===== src/sv/hrb_pkg.sv =====
// ============================================================================
// hrb_pkg: shared definitions for the host request balancer
// Constants, command and register codes, and the sequencer state type.
// ============================================================================
`default_nettype none

package hrb_pkg;

   // Number of classes carried by the channel fields, and the class limit.
   localparam int FIELD_CLASSES = 8;
   localparam int MAX_ARCHES    = 8;
   localparam int CLASS_LIMIT   = (MAX_ARCHES < FIELD_CLASSES) ? MAX_ARCHES : FIELD_CLASSES;

   // Widths of the datapath.
   localparam int CLS_W  = 3;    // class index
   localparam int CNT_W  = 4;    // class count, 1..8
   localparam int WRK_W  = 16;   // workers and outstanding counts
   localparam int LOAD_W = 18;   // workers plus outstanding plus grants
   localparam int SUM_W  = 19;   // total workers
   localparam int TOT_W  = 20;   // total workers plus outstanding
   localparam int ASK_W  = 7;    // per-class request
   localparam int CSR_W  = 16;   // widest register
   localparam int IDX_W  = 1;    // register index

   // Request increments.
   localparam logic [WRK_W-1:0] HOST_INC  = 16'd6;
   localparam logic [ASK_W-1:0] ASK_HALF  = 7'd6;
   localparam logic [ASK_W-1:0] ASK_FULL  = 7'd12;
   localparam logic [WRK_W-1:0] OUT_MAX   = 16'hFFFF;
   localparam logic [CNT_W-1:0] CLASS_LIM = CNT_W'(CLASS_LIMIT);

   // Command codes.
   localparam logic CMD_ARRIVE = 1'b0;
   localparam logic CMD_EVAL   = 1'b1;

   // Register indexes.
   localparam logic [IDX_W-1:0] REG_TARGET     = 1'd0;
   localparam logic [IDX_W-1:0] REG_ARCH_COUNT = 1'd1;

   // Sequencer states.
   typedef enum logic [2:0] {
      ST_IDLE,
      ST_ACCUM,
      ST_DECIDE,
      ST_SCAN,
      ST_GRANT,
      ST_UPDATE,
      ST_DONE
   } hrb_state_type;

endpackage

`default_nettype wire


===== src/sv/hrb_req_if.sv =====
// ============================================================================
// hrb_req_if: input request channel
// Valid/ready channel carrying a command, a class and per-class worker counts.
// ============================================================================
`default_nettype none

interface hrb_req_if
   import hrb_pkg::*;
();
   logic             valid;
   logic             ready;
   logic             cmd;
   logic [CLS_W-1:0] arch;
   logic [WRK_W-1:0] workers_0;
   logic [WRK_W-1:0] workers_1;
   logic [WRK_W-1:0] workers_2;
   logic [WRK_W-1:0] workers_3;
   logic [WRK_W-1:0] workers_4;
   logic [WRK_W-1:0] workers_5;
   logic [WRK_W-1:0] workers_6;
   logic [WRK_W-1:0] workers_7;

   modport source (
      output valid, cmd, arch,
             workers_0, workers_1, workers_2, workers_3,
             workers_4, workers_5, workers_6, workers_7,
      input  ready
   );

   modport sink (
      input  valid, cmd, arch,
             workers_0, workers_1, workers_2, workers_3,
             workers_4, workers_5, workers_6, workers_7,
      output ready
   );
endinterface

`default_nettype wire


===== src/sv/hrb_rsp_if.sv =====
// ============================================================================
// hrb_rsp_if: result channel
// Valid/ready channel carrying the surplus and the per-class host requests.
// ============================================================================
`default_nettype none

interface hrb_rsp_if
   import hrb_pkg::*;
();
   logic             valid;
   logic             ready;
   logic [SUM_W-1:0] surplus_workers;
   logic [ASK_W-1:0] request_0;
   logic [ASK_W-1:0] request_1;
   logic [ASK_W-1:0] request_2;
   logic [ASK_W-1:0] request_3;
   logic [ASK_W-1:0] request_4;
   logic [ASK_W-1:0] request_5;
   logic [ASK_W-1:0] request_6;
   logic [ASK_W-1:0] request_7;

   modport source (
      output valid, surplus_workers,
             request_0, request_1, request_2, request_3,
             request_4, request_5, request_6, request_7,
      input  ready
   );

   modport sink (
      input  valid, surplus_workers,
             request_0, request_1, request_2, request_3,
             request_4, request_5, request_6, request_7,
      output ready
   );
endinterface

`default_nettype wire


===== src/sv/host_request_balancer.sv =====
// ============================================================================
// host_request_balancer: per-class host request planner
// Tracks outstanding host requests per class and plans new requests.
// ============================================================================
//
//   channel   direction  contents
//   req_ch    in         cmd, arch, workers_0..workers_7
//   rsp_ch    out        surplus_workers, request_0..request_7
//   csr_*     in         write enable, register index, write data
//
// An arrival request is accepted in idle and gives no result. An evaluate
// request is accepted, then the classes in use are accumulated one by one,
// a decision is made, and during rebalancing each unit handed out (up to 95
// units) takes a serial argmin scan over the classes in use; the outstanding
// counts are then updated unless workers plus outstanding equal the target or
// the workers alone exceed it, and finally the output register is loaded.
// Reset is synchronous; the outstanding counts clear at once, no sweep.
// A result waiting in the output register does not hold off the next request,
// but an evaluate that finishes behind it stalls, not ready, until it is taken.
// ============================================================================
`default_nettype none

module host_request_balancer
   import hrb_pkg::*;
(
   input  wire logic             clock,
   input  wire logic             reset,
   hrb_req_if.sink               req_ch,
   hrb_rsp_if.source             rsp_ch,
   input  wire logic             csr_we,
   input  wire logic [IDX_W-1:0] csr_index,
   input  wire logic [CSR_W-1:0] csr_wdata
);

   // Control and state registers.
   hrb_state_type    state_ff, state_in;
   logic [WRK_W-1:0] target_ff, target_in;
   logic [CNT_W-1:0] arch_count_ff, arch_count_in;
   logic [WRK_W-1:0] out_ff [FIELD_CLASSES];
   logic [WRK_W-1:0] out_in [FIELD_CLASSES];
   logic             rsp_valid_ff, rsp_valid_in;

   // Datapath registers.
   logic [WRK_W-1:0]  w_ff    [FIELD_CLASSES];
   logic [WRK_W-1:0]  w_in    [FIELD_CLASSES];
   logic [LOAD_W-1:0] load_ff [FIELD_CLASSES];
   logic [LOAD_W-1:0] load_in [FIELD_CLASSES];
   logic [ASK_W-1:0]  ask_ff  [FIELD_CLASSES];
   logic [ASK_W-1:0]  ask_in  [FIELD_CLASSES];
   logic [ASK_W-1:0]  rq_ff   [FIELD_CLASSES];
   logic [ASK_W-1:0]  rq_in   [FIELD_CLASSES];
   logic [CLS_W-1:0]  idx_ff, idx_in;
   logic [CLS_W-1:0]  best_ff, best_in;
   logic [LOAD_W-1:0] best_load_ff, best_load_in;
   logic [SUM_W-1:0]  tw_ff, tw_in;
   logic [TOT_W-1:0]  twr_ff, twr_in;
   logic [ASK_W-1:0]  th_ff, th_in;
   logic [ASK_W-1:0]  desired_ff, desired_in;
   logic [SUM_W-1:0]  surplus_ff, surplus_in;
   logic [SUM_W-1:0]  sq_ff, sq_in;

   // Combinational helpers.
   logic [CNT_W-1:0]  n_eff;
   logic              last_idx;
   logic [CLS_W-1:0]  out_sel;
   logic [CLS_W-1:0]  load_sel;
   logic [WRK_W-1:0]  out_rd;
   logic [WRK_W-1:0]  w_rd;
   logic [LOAD_W-1:0] load_rd;
   logic [WRK_W:0]    pair_sum;
   logic [ASK_W-1:0]  ask_plan;
   logic [TOT_W:0]    plan_total;
   logic [TOT_W-1:0]  short_fall;
   logic [WRK_W:0]    upd_sum [FIELD_CLASSES];
   logic              rsp_free;

   // Effective class count: zero acts as one, large values saturate.
   always_comb begin
      if (arch_count_ff == '0) begin
         n_eff = CNT_W'(1);
      end else if (arch_count_ff > CLASS_LIM) begin
         n_eff = CLASS_LIM;
      end else begin
         n_eff = arch_count_ff;
      end
   end

   // Shared read ports on the class arrays.
   assign last_idx   = ({1'b0, idx_ff} == (n_eff - CNT_W'(1)));
   assign out_sel    = (state_ff == ST_IDLE) ? req_ch.arch : idx_ff;
   assign load_sel   = (state_ff == ST_GRANT) ? best_ff : idx_ff;
   assign out_rd     = out_ff[out_sel];
   assign w_rd       = w_ff[idx_ff];
   assign load_rd    = load_ff[load_sel];
   assign pair_sum   = {1'b0, w_rd} + {1'b0, out_rd};
   assign plan_total = {1'b0, twr_ff} + {{(TOT_W + 1 - ASK_W){1'b0}}, th_ff};
   assign short_fall = {{(TOT_W - WRK_W){1'b0}}, target_ff} - twr_ff;
   assign rsp_free   = !rsp_valid_ff || rsp_ch.ready;

   // Planned request of the class under the accumulator.
   always_comb begin
      if (out_rd < HOST_INC) begin
         ask_plan = ASK_FULL;
      end else if (out_rd == HOST_INC) begin
         ask_plan = ASK_HALF;
      end else begin
         ask_plan = '0;
      end
   end

   // Saturating update sums of the outstanding counts.
   always_comb begin
      for (int i = 0; i < FIELD_CLASSES; i++) begin
         upd_sum[i] = {1'b0, out_ff[i]} + {{(WRK_W + 1 - ASK_W){1'b0}}, ask_ff[i]};
      end
   end

   // Sequencer: next state and datapath updates.
   always_comb begin
      state_in      = state_ff;
      target_in     = target_ff;
      arch_count_in = arch_count_ff;
      out_in        = out_ff;
      w_in          = w_ff;
      load_in       = load_ff;
      ask_in        = ask_ff;
      rq_in         = rq_ff;
      idx_in        = idx_ff;
      best_in       = best_ff;
      best_load_in  = best_load_ff;
      tw_in         = tw_ff;
      twr_in        = twr_ff;
      th_in         = th_ff;
      desired_in    = desired_ff;
      surplus_in    = surplus_ff;
      sq_in         = sq_ff;
      req_ch.ready  = 1'b0;

      // A waiting result leaves once it is taken.
      rsp_valid_in = rsp_valid_ff && !rsp_ch.ready;

      // Configuration writes.
      if (csr_we) begin
         case (csr_index)
            REG_TARGET: begin
               target_in = csr_wdata;
            end
            REG_ARCH_COUNT: begin
               arch_count_in = csr_wdata[CNT_W-1:0];
            end
            default: begin
            end
         endcase
      end

      case (state_ff)
         ST_IDLE: begin
            req_ch.ready = 1'b1;
            if (req_ch.valid) begin
               if (req_ch.cmd == CMD_ARRIVE) begin
                  // An arrival retires one outstanding request of its class.
                  if (({1'b0, req_ch.arch} < n_eff) && (out_rd != '0)) begin
                     out_in[req_ch.arch] = out_rd - WRK_W'(1);
                  end
               end else begin
                  w_in[0] = req_ch.workers_0;
                  w_in[1] = req_ch.workers_1;
                  w_in[2] = req_ch.workers_2;
                  w_in[3] = req_ch.workers_3;
                  w_in[4] = req_ch.workers_4;
                  w_in[5] = req_ch.workers_5;
                  w_in[6] = req_ch.workers_6;
                  w_in[7] = req_ch.workers_7;
                  for (int i = 0; i < FIELD_CLASSES; i++) begin
                     ask_in[i] = '0;
                  end
                  tw_in      = '0;
                  twr_in     = '0;
                  th_in      = '0;
                  surplus_in = '0;
                  idx_in     = '0;
                  state_in   = ST_ACCUM;
               end
            end
         end

         ST_ACCUM: begin
            // One class per cycle: totals, planned request and load.
            load_in[idx_ff] = {{(LOAD_W - WRK_W - 1){1'b0}}, pair_sum};
            tw_in           = tw_ff + {{(SUM_W - WRK_W){1'b0}}, w_rd};
            twr_in          = twr_ff + {{(TOT_W - WRK_W - 1){1'b0}}, pair_sum};
            ask_in[idx_ff]  = ask_plan;
            th_in           = th_ff + ask_plan;
            if (last_idx) begin
               state_in = ST_DECIDE;
            end else begin
               idx_in = idx_ff + CLS_W'(1);
            end
         end

         ST_DECIDE: begin
            if (twr_ff == {{(TOT_W - WRK_W){1'b0}}, target_ff}) begin
               // At target: nothing requested, no update.
               for (int i = 0; i < FIELD_CLASSES; i++) begin
                  ask_in[i] = '0;
               end
               state_in = ST_DONE;
            end else if (tw_ff > {{(SUM_W - WRK_W){1'b0}}, target_ff}) begin
               // Above target: report the surplus only.
               for (int i = 0; i < FIELD_CLASSES; i++) begin
                  ask_in[i] = '0;
               end
               surplus_in = tw_ff - {{(SUM_W - WRK_W){1'b0}}, target_ff};
               state_in   = ST_DONE;
            end else if ((th_ff != '0) &&
                         ({{(TOT_W + 1 - WRK_W){1'b0}}, target_ff} < plan_total)) begin
               // The plan overshoots: hand out the shortfall instead.
               for (int i = 0; i < FIELD_CLASSES; i++) begin
                  ask_in[i] = '0;
               end
               if (twr_ff < {{(TOT_W - WRK_W){1'b0}}, target_ff}) begin
                  desired_in = short_fall[ASK_W-1:0];
                  idx_in     = '0;
                  state_in   = ST_SCAN;
               end else begin
                  desired_in = '0;
                  state_in   = ST_UPDATE;
               end
            end else begin
               state_in = ST_UPDATE;
            end
         end

         ST_SCAN: begin
            // Serial argmin over the loads, lowest index wins ties.
            if ((idx_ff == '0) || (load_rd < best_load_ff)) begin
               best_in      = idx_ff;
               best_load_in = load_rd;
            end
            if (last_idx) begin
               state_in = ST_GRANT;
            end else begin
               idx_in = idx_ff + CLS_W'(1);
            end
         end

         ST_GRANT: begin
            // Give one unit to the least loaded class.
            load_in[best_ff] = load_rd + LOAD_W'(1);
            ask_in[best_ff]  = ask_ff[best_ff] + ASK_W'(1);
            desired_in       = desired_ff - ASK_W'(1);
            idx_in           = '0;
            if (desired_ff == ASK_W'(1)) begin
               state_in = ST_UPDATE;
            end else begin
               state_in = ST_SCAN;
            end
         end

         ST_UPDATE: begin
            // Requests are taken as granted; counts saturate.
            for (int i = 0; i < FIELD_CLASSES; i++) begin
               if (upd_sum[i][WRK_W]) begin
                  out_in[i] = OUT_MAX;
               end else begin
                  out_in[i] = upd_sum[i][WRK_W-1:0];
               end
            end
            state_in = ST_DONE;
         end

         ST_DONE: begin
            // Load the output register once it is free.
            if (rsp_free) begin
               rsp_valid_in = 1'b1;
               sq_in        = surplus_ff;
               rq_in        = ask_ff;
               state_in     = ST_IDLE;
            end
         end

         default: begin
            state_in = ST_IDLE;
         end
      endcase
   end

   // Control registers.
   always_ff @(posedge clock) begin
      if (reset) begin
         state_ff      <= ST_IDLE;
         target_ff     <= '0;
         arch_count_ff <= CNT_W'(1);
         rsp_valid_ff  <= 1'b0;
         for (int i = 0; i < FIELD_CLASSES; i++) begin
            out_ff[i] <= '0;
         end
      end else begin
         state_ff      <= state_in;
         target_ff     <= target_in;
         arch_count_ff <= arch_count_in;
         rsp_valid_ff  <= rsp_valid_in;
         out_ff        <= out_in;
      end
   end

   // Datapath registers.
   always_ff @(posedge clock) begin
      w_ff         <= w_in;
      load_ff      <= load_in;
      ask_ff       <= ask_in;
      rq_ff        <= rq_in;
      idx_ff       <= idx_in;
      best_ff      <= best_in;
      best_load_ff <= best_load_in;
      tw_ff        <= tw_in;
      twr_ff       <= twr_in;
      th_ff        <= th_in;
      desired_ff   <= desired_in;
      surplus_ff   <= surplus_in;
      sq_ff        <= sq_in;
   end

   // Result channel.
   assign rsp_ch.valid           = rsp_valid_ff;
   assign rsp_ch.surplus_workers = sq_ff;
   assign rsp_ch.request_0       = rq_ff[0];
   assign rsp_ch.request_1       = rq_ff[1];
   assign rsp_ch.request_2       = rq_ff[2];
   assign rsp_ch.request_3       = rq_ff[3];
   assign rsp_ch.request_4       = rq_ff[4];
   assign rsp_ch.request_5       = rq_ff[5];
   assign rsp_ch.request_6       = rq_ff[6];
   assign rsp_ch.request_7       = rq_ff[7];

endmodule

`default_nettype wire

===== src/flat_wrapper.sv =====
// flat-port wrapper written by rule: the top's interface ports become plain ports
module host_request_balancer_flat import hrb_pkg::*;
  (clock, reset, csr_we, csr_index, csr_wdata, req_ch_valid, req_ch_cmd, req_ch_arch, req_ch_workers_0, req_ch_workers_1, req_ch_workers_2, req_ch_workers_3, req_ch_workers_4, req_ch_workers_5, req_ch_workers_6, req_ch_workers_7, req_ch_ready, rsp_ch_valid, rsp_ch_surplus_workers, rsp_ch_request_0, rsp_ch_request_1, rsp_ch_request_2, rsp_ch_request_3, rsp_ch_request_4, rsp_ch_request_5, rsp_ch_request_6, rsp_ch_request_7, rsp_ch_ready);
  hrb_req_if req_ch_i ();
  hrb_rsp_if rsp_ch_i ();
  input  wire logic clock;
  input  wire logic reset;
  input  wire logic csr_we;
  input  wire logic [IDX_W-1:0] csr_index;
  input  wire logic [CSR_W-1:0] csr_wdata;
  input wire logic [$bits(req_ch_i.valid)-1:0] req_ch_valid;
  input wire logic [$bits(req_ch_i.cmd)-1:0] req_ch_cmd;
  input wire logic [$bits(req_ch_i.arch)-1:0] req_ch_arch;
  input wire logic [$bits(req_ch_i.workers_0)-1:0] req_ch_workers_0;
  input wire logic [$bits(req_ch_i.workers_1)-1:0] req_ch_workers_1;
  input wire logic [$bits(req_ch_i.workers_2)-1:0] req_ch_workers_2;
  input wire logic [$bits(req_ch_i.workers_3)-1:0] req_ch_workers_3;
  input wire logic [$bits(req_ch_i.workers_4)-1:0] req_ch_workers_4;
  input wire logic [$bits(req_ch_i.workers_5)-1:0] req_ch_workers_5;
  input wire logic [$bits(req_ch_i.workers_6)-1:0] req_ch_workers_6;
  input wire logic [$bits(req_ch_i.workers_7)-1:0] req_ch_workers_7;
  output wire logic [$bits(req_ch_i.ready)-1:0] req_ch_ready;
  output wire logic [$bits(rsp_ch_i.valid)-1:0] rsp_ch_valid;
  output wire logic [$bits(rsp_ch_i.surplus_workers)-1:0] rsp_ch_surplus_workers;
  output wire logic [$bits(rsp_ch_i.request_0)-1:0] rsp_ch_request_0;
  output wire logic [$bits(rsp_ch_i.request_1)-1:0] rsp_ch_request_1;
  output wire logic [$bits(rsp_ch_i.request_2)-1:0] rsp_ch_request_2;
  output wire logic [$bits(rsp_ch_i.request_3)-1:0] rsp_ch_request_3;
  output wire logic [$bits(rsp_ch_i.request_4)-1:0] rsp_ch_request_4;
  output wire logic [$bits(rsp_ch_i.request_5)-1:0] rsp_ch_request_5;
  output wire logic [$bits(rsp_ch_i.request_6)-1:0] rsp_ch_request_6;
  output wire logic [$bits(rsp_ch_i.request_7)-1:0] rsp_ch_request_7;
  input wire logic [$bits(rsp_ch_i.ready)-1:0] rsp_ch_ready;
  assign req_ch_i.valid = req_ch_valid;
  assign req_ch_i.cmd = req_ch_cmd;
  assign req_ch_i.arch = req_ch_arch;
  assign req_ch_i.workers_0 = req_ch_workers_0;
  assign req_ch_i.workers_1 = req_ch_workers_1;
  assign req_ch_i.workers_2 = req_ch_workers_2;
  assign req_ch_i.workers_3 = req_ch_workers_3;
  assign req_ch_i.workers_4 = req_ch_workers_4;
  assign req_ch_i.workers_5 = req_ch_workers_5;
  assign req_ch_i.workers_6 = req_ch_workers_6;
  assign req_ch_i.workers_7 = req_ch_workers_7;
  assign req_ch_ready = req_ch_i.ready;
  assign rsp_ch_valid = rsp_ch_i.valid;
  assign rsp_ch_surplus_workers = rsp_ch_i.surplus_workers;
  assign rsp_ch_request_0 = rsp_ch_i.request_0;
  assign rsp_ch_request_1 = rsp_ch_i.request_1;
  assign rsp_ch_request_2 = rsp_ch_i.request_2;
  assign rsp_ch_request_3 = rsp_ch_i.request_3;
  assign rsp_ch_request_4 = rsp_ch_i.request_4;
  assign rsp_ch_request_5 = rsp_ch_i.request_5;
  assign rsp_ch_request_6 = rsp_ch_i.request_6;
  assign rsp_ch_request_7 = rsp_ch_i.request_7;
  assign rsp_ch_i.ready = rsp_ch_ready;
  host_request_balancer u_core (.clock(clock), .reset(reset), .req_ch(req_ch_i), .rsp_ch(rsp_ch_i), .csr_we(csr_we), .csr_index(csr_index), .csr_wdata(csr_wdata));
endmodule

===== config.mk =====
export PLATFORM = sky130hd
export DESIGN_NAME = host_request_balancer_flat
export DESIGN_NICKNAME = d
export VERILOG_FILES = /design/src/sv/hrb_pkg.sv /design/src/sv/hrb_req_if.sv /design/src/sv/hrb_rsp_if.sv /design/src/sv/host_request_balancer.sv /design/src/flat_wrapper.sv
export SDC_FILE = /design/constraint.sdc
export NUM_CORES = 1
export LEC_CHECK = 0
export ABC_CLOCK_PERIOD_IN_PS = 17600
export BUFFER_PORTS_ARGS = -buffer_cell sky130_fd_sc_hd__buf_2
export CAP_MARGIN = 30
export CORE_MARGIN = 3
export CORE_UTILIZATION = 51
export CTS_BUF_LIST = sky130_fd_sc_hd__clkbuf_8 sky130_fd_sc_hd__clkbuf_16
export DETAILED_ROUTE_END_ITERATION = 8
export PLACE_DENSITY = 0.68
export SLEW_MARGIN = 25
export SYNTH_ARGS = -nofsm -noshare
export SYNTH_HDL_FRONTEND = slang
export SYNTH_SLANG_ARGS = --single-unit

===== constraint.sdc =====
create_clock -name clock -period 17.6 [get_ports clock]
set_input_delay 1.76 -clock clock [delete_from_list [all_inputs] [get_ports clock]]
set_output_delay 1.76 -clock clock [all_outputs]
set_load 0.02 [all_outputs]

==> results.yml, run 1 <==
clock_tree:
  worstSkewPairLatency_ns: 0.63
  cts_buffers: 73
  cts_resized: 0
  cts-root-buf: "clkbuf_16"
  cts_tree: "yes"
  cts.sinks: 650
  clk_pin_slew_ns: 0.06
  htreeDepth: 3
  cts_setup_buffers: 0
  hold_buffers: 0
  clock_path_buffers: 3
job:
  max-cap-violations: 0
drt:
  vias: 31739
  drc_errors: 0
  ant_nets: 0
  post_drt_wl_per_cell_um: 25.5
  vias_per_cell: 6.49
  drt_first_iter_violations: 3789
  drt_wl_total_um: 125000
  drtPass1Iterations: 6
global_route:
  grt_max_degree: 73
  grt_pass1_vias: 29466
  antenna_found_initial: 8
  grt.total_usage: 0.316
  grt-ovfl-total: 0
  grt_pass1_wl_um: 186000
setup_path:
  crit_type: "input pin to flop"
  cp.required_ns: 17.95
  cp_max_fo: 52
  cp.arrival_ns: 8.43
  worstSetupEndpointType: "flop"
  worstSetupStartpointType: "input pin"
timing:
  fin_crit_sh: 0.459
  period_minus_slack_ns: 8.08
  slew_viol_final: 0
  skew_ns: 0.0198
  tns_ns: 0
  max-slew-margin-rel: 0.273
  rsz0062_at_grt: "no"
  max_freq_ghz: 0.124
  hold_viol: 0
  finalWorstSetupSlack_ns: 9.52
  tightest_slew_ns: 1.09
  setup_viol: 0
floorplan:
  die_area_sq_um: 77200
  num_rows: 99
  fp.dieW_um: 278
  core_sq_um: 73100
  start_util: 0.516
  die_y_um: 278
  ioPinCount: 231
synth:
  ys_seq_area_frac: 0.477
  yosysWarnings: 0
  synth_cell_type_count: 99
  synth_edf_count: 498
  synthCells: 3688
  ys.flop_type: "edfxtp_1"
  synth_seq_cells: 650
  syn_nets: 4053
  syn_area_per_cell_sq_um: 10.2
  syn_area_sq_um: 37700
  async_reset_ff_frac: 0
placement:
  port_buffers: 230
  place_ws_ns: 9.08
  gp_congestion: 0.975
  dp_hpwl_um: 89500
  placed_cell_area_sq_um: 39900
run_status:
  outcome: "finished clean"
layout:
  fin_nets: 4242
  drive_gt1_frac: 0.137
  design_area_sq_um: 42400
  area_delta_synth_final_pct: 12.6
worst_hold_path:
  hold_path.class: "flop to flop"
power_and_ir_drop:
  leakage_nw: 15.9
  ir_drop_mv: 0.0982
  powerDensity_nw_per_um2: 133
layout by cell type, fill, tap and decap left out, types with 105 or more instances in the layout:
master,instances
buf_2,230
dfxtp_1,152
nand3_1,105
o22ai_1,142
edfxtp_1,498
ha_1,196
o21ai_0,148
inv_1,190
a21oi_1,338
nor2_1,215
nand2_1,331
layout make-up:
class,instances,area (sq um)
repair buffers,305,1770
well taps,959,1200
clock buffers,79,1910
inverters,175,659
diodes,3,7.51
flip-flops and latches,650,18000
fillers,6141,30600
clock inverters,49,515
multi-input cells,2672,18400
worst max-delay path: stages:
cell      delay, ns
buf_2          0.20
or4b_1         0.69
nand2_4        0.67
a211oi_1       0.17
a31oi_1        0.19
mux2_2         0.30
ha_1           0.21
inv_1          0.06
fa_1           0.40
nand2b_1       0.16
a21oi_1        0.17
o21ai_0        0.15
a21oi_1        0.31
a21oi_1        0.14
xor2_1         0.65
inv_1          0.11
ha_1           0.36
and2_1         0.17
a311oi_1       0.51
o21ai_0        0.36
a21o_1         0.26
a21oi_1        0.16
xor2_1         0.16
nor2_1         0.06
power breakdown:
| group | switching [mW] | leakage [nW] | internal (mW) |
|---|---|---|---|
| clock network | 0.639 | 1.25 | 0.915 |
| logic | 1.37 | 8.80 | 0.726 |
| registers | 0.170 | 5.89 | 1.84 |
flip-flops by register name, indices dropped and copies added, names as in the netlist, 16 cells and up:
name and cells:
u_core.ask_ff 56, u_core.tw_ff 19, u_core.target_ff 16, u_core.out_ff 128
u_core.rsp_ch.surplus_workers 19, u_core.best_load_ff 18, u_core.w_ff 128, u_core.load_ff 144
u_core.surplus_ff 19, u_core.twr_ff 20
routing by layer:
metal  up-vias  track usage  share of wire
li1      14413            -              -
met1     15129        0.445           0.41
met2      1862        0.483           0.44
met3       329       0.0687           0.11
met4         6        0.115          0.038
met5         -            0        0.00022
path summary, 6_finish.rpt:
kind | from | to | cells past startpoint | slack [ns]
setup / recovery | req_ch_arch[1] | u_core.twr_ff[15] | 24 | 9.52
hold / removal | u_core.surplus_ff[11] | u_core.rsp_ch.surplus_workers[11] | 0 | 0.41
setup reg to reg | u_core.idx_ff[1] | u_core.twr_ff[15] | 23 | 10.00
hold reg to reg | u_core.surplus_ff[11] | u_core.rsp_ch.surplus_workers[11] | 0 | 0.41
cell usage after synthesis (34+ instances only):
| cell type | number | area, sq um |
|---|---|---|
| edfxtp_1 | 498 | 15000 |
| a21oi_1 | 344 | 1720 |
| nand2_1 | 334 | 1250 |
| nor2_1 | 216 | 811 |
| ha_1 | 196 | 2450 |
| inv_1 | 172 | 646 |
| dfxtp_1 | 152 | 3040 |
| o21ai_0 | 149 | 746 |
| o22ai_1 | 142 | 888 |
| clkbuf_1 | 138 | 518 |
| nand3_1 | 105 | 526 |
| xor2_1 | 97 | 850 |
| o21ai_1 | 92 | 460 |
| a22oi_1 | 78 | 586 |
| xnor2_1 | 69 | 604 |
| a31oi_1 | 68 | 425 |
| nor3_1 | 59 | 295 |
| mux2i_1 | 51 | 510 |
| a21o_1 | 50 | 375 |
| a211oi_1 | 45 | 338 |
| and3_1 | 45 | 282 |
| mux4_2 | 44 | 991 |
| nand4_1 | 44 | 275 |
| nand2b_1 | 34 | 213 |
metrics by stage:
step	utilization	hold WS [ns]	total power [mW]	std cells
floorplan	-	0.400	3.39	3688
global placement	0.545	0.402	4.04	4749
detailed placement	0.546	0.407	4.06	4755
CTS	0.580	0.421	5.62	4883
global route	0.581	0.424	5.92	4889
finish	0.581	0.414	5.66	4892
cell families after synthesis:
| logic type | share of synthesized area |
|---|---|
| AO/OA/AOI/OAI | 0.202 |
| XOR/XNOR | 0.0399 |
| adder cells (fa/ha/maj) | 0.0730 |
| buffers and inverters | 0.0390 |
| flip-flops | 0.477 |
| multiplexers | 0.0435 |
| AND/OR/NAND/NOR | 0.125 |
(Power assumes the default switching activity.)
==> run 2, diff against run 1 <==
- ABC_CLOCK_PERIOD_IN_PS: 17600 -> 7700
- clock period: 17.6 -> 7.7 ns (I/O delays scaled with it)
==> results.yml, run 2 (synthesis gave the netlist of run 1 again) <==
layout:
  top_regs: "u_core.load_ff x144, u_core.out_ff x128, u_core.w_ff x128"
  drive_gt1_frac: 0.141
  fillCellCount: 6209
  area_delta_synth_final_pct: 12.3
  largest_reg_flops: 144
  final_cell_mix: "edfxtp_1 (498), a21oi_1 (338), nand2_1 (327)"
  largest-register: "u_core.load_ff"
  final_common_cell: "edfxtp_1"
  fin_nets: 4253
timing:
  tns_ns: 0
  setup_viol: 0
  period_minus_slack_ns: 6.64
  rsz0062_at_grt: "no"
  max-slew-margin-rel: 0.289
  hold_viol: 0
  slew_viol_final: 0
  max_freq_ghz: 0.151
  skew_ns: 0.0154
  tightest_slew_ns: 1.06
  fin_crit_sh: 0.862
setup_path:
  cp.required_ns: 8.05
  worstSetupEndpointType: "flop"
  crit_slowest_cell: "and3_1"
  cp_max_fo: 16
  endpoint: "u_core.twr_ff[18]"
  regToRegSetupSlack_ns: 1.06
  crit_family: "compound AO/OA/AOI/OAI gates"
  worstSetupStartpointType: "flop"
  crit_chain: "and3_1 > a22oi_1 > and4_1 > inv_1 > ha_1 > a21oi_1 > o21bai_1 > xor2_1 > ha_1 > inv_1 > o21bai_1 > a2111oi_0 > o31ai_1 > o31ai_1 > a21oi_1 > a41oi_1 > xor2_1 > nor2_1"
  max_stage_delay_ns: 0.90
  timing.rr.start: "u_core.idx_ff[2]"
  r2r_end: "u_core.twr_ff[18]"
  path_buf_inv: 2
  cp-startpoint: "u_core.idx_ff[2]"
  crit_type: "flop to flop"
  crit_cells: 18
  reg2reg_depth: 18
  cp.arrival_ns: 6.99
clock_tree:
  worstSkewPairLatency_ns: 0.61
  cts_resized: 0
  cts_buffers: 73
  clk_pin_slew_ns: 0.07
  cts-root-buf: "clkbuf_16"
  cts.sinks: 650
  clock_path_buffers: 3
  htreeDepth: 3
  cts_setup_buffers: 0
  cts_tree: "yes"
  hold_buffers: 0
global_route:
  grt.total_usage: 0.315
  grt_pass1_wl_um: 185000
  grt_pass1_vias: 29768
  antenna_found_initial: 6
  grt_max_degree: 76
  grt-ovfl-total: 0
worst_hold_path:
  hold_path.class: "input pin to flop"
  min-delay-start: "req_ch_workers_3[8]"
floorplan:
  die_y_um: 278
  fp.dieW_um: 278
  start_util: 0.516
  core_sq_um: 73100
  die_area_sq_um: 77200
  ioPinCount: 231
  num_rows: 99
run_status:
  outcome: "finished clean"
power_and_ir_drop:
  powerDensity_nw_per_um2: 304
  p_sw_frac: 0.388
  p_total_mw: 12.9
  seq_power_share: 0.356
  power.switching_mw: 5.00
  ir_drop_mv: 0.203
  p_clk_frac: 0.267
  leakage_nw: 15.9
  power.internal_mw: 7.89
  p_comb_frac: 0.377
drt:
  vias_per_cell: 6.50
  drt_first_iter_violations: 3880
  post_drt_wl_per_cell_um: 25.4
  drtPass1Iterations: 6
  drt_wl_total_um: 124000
  ant_nets: 0
  drc_errors: 0
  vias: 31848
placement:
  port_buffers: 230
  dp_hpwl_um: 89700
  gp_congestion: 0.980
job:
  max-cap-violations: 0
-- run 2: cell types whose count changed in the layout (fill, tap and decap cells not counted), moves of 3 or more --
cell	previous run	this run
clkbuf_8	6	0
clkinv_2	5	12
nand2_1	331	327
buf_4	64	79
inv_1	190	185
clkinvlp_4	1	5
nand2_2	3	7
buf_2	230	233
clkinv_1	6	11
buf_8	7	1
-- run 2: worst reg2reg max path, delay by kind of cell (launching register included) --
| kind | cells | cell delay, ns |
|---|---|---|
| compound gates | 9 | 2.40 |
| simple gates | 3 | 1.32 |
| flops | 1 | 0.88 |
| xor+xnor | 2 | 0.83 |
| fa+ha+maj | 2 | 0.63 |
| buf+inv | 2 | 0.34 |
-- run 2: layout make-up --
cell class | count | area (sq um) | area share
Antenna cell | 1 | 2.50 | 0.0000591
Clock inverter | 55 | 469 | 0.0111
Multi-Input combinational cell | 2672 | 18400 | 0.434
Clock buffer | 73 | 1830 | 0.0431
Inverter | 175 | 659 | 0.0156
Timing Repair Buffer | 316 | 1810 | 0.0428
Sequential cell | 650 | 18000 | 0.425
Tap cell | 959 | 1200 | 0.0283
-- run 2: stage by stage --
step	std cells	setup slack, ns	hold slack [ns]	util	cell area (sq um)
floorplan	3688	1.34	0.400	-	37700
global placement	4763	0.692	0.404	0.547	39900
detailed placement	4768	0.588	0.405	0.547	40000
CTS	4896	1.18	0.294	0.579	42300
global route	4900	0.601	0.310	0.580	42400
finish	4901	1.06	0.329	0.580	42400
-- run 2: worst min path at each step --
stage | endpoint | slack (ns) | cells past startpoint
detailed placement | u_core.rsp_ch.surplus_workers[3] | 0.40 | 0
global placement | u_core.rsp_ch.surplus_workers[2] | 0.40 | 0
CTS | u_core.w_ff[105] | 0.29 | 1
floorplan | u_core.rsp_ch.surplus_workers[0] | 0.40 | 0
global route | u_core.w_ff[72] | 0.31 | 1
finish | u_core.w_ff[72] | 0.33 | 1
-- run 2: layer usage --
metal	global-route usage	routed length, um	vias to the layer above
li1	-	-	14458
met1	0.427	49500	15188
met2	0.482	54900	1884
met3	0.0884	15300	308
met4	0.119	4710	10
met5	0	71	-
-- run 2: power by group through the flow --
stage          Sequential [mW]  Clock (mW)  Combinational (mW)
2_1_floorplan             4.43           0                3.31
5_1_grt                   4.60        3.60                5.26
3_3_place_gp              4.65           0                4.63
6_report                  4.59        3.44                4.86
4_1_cts                   4.58        3.47                4.74
3_5_place_dp              4.65           0                4.70
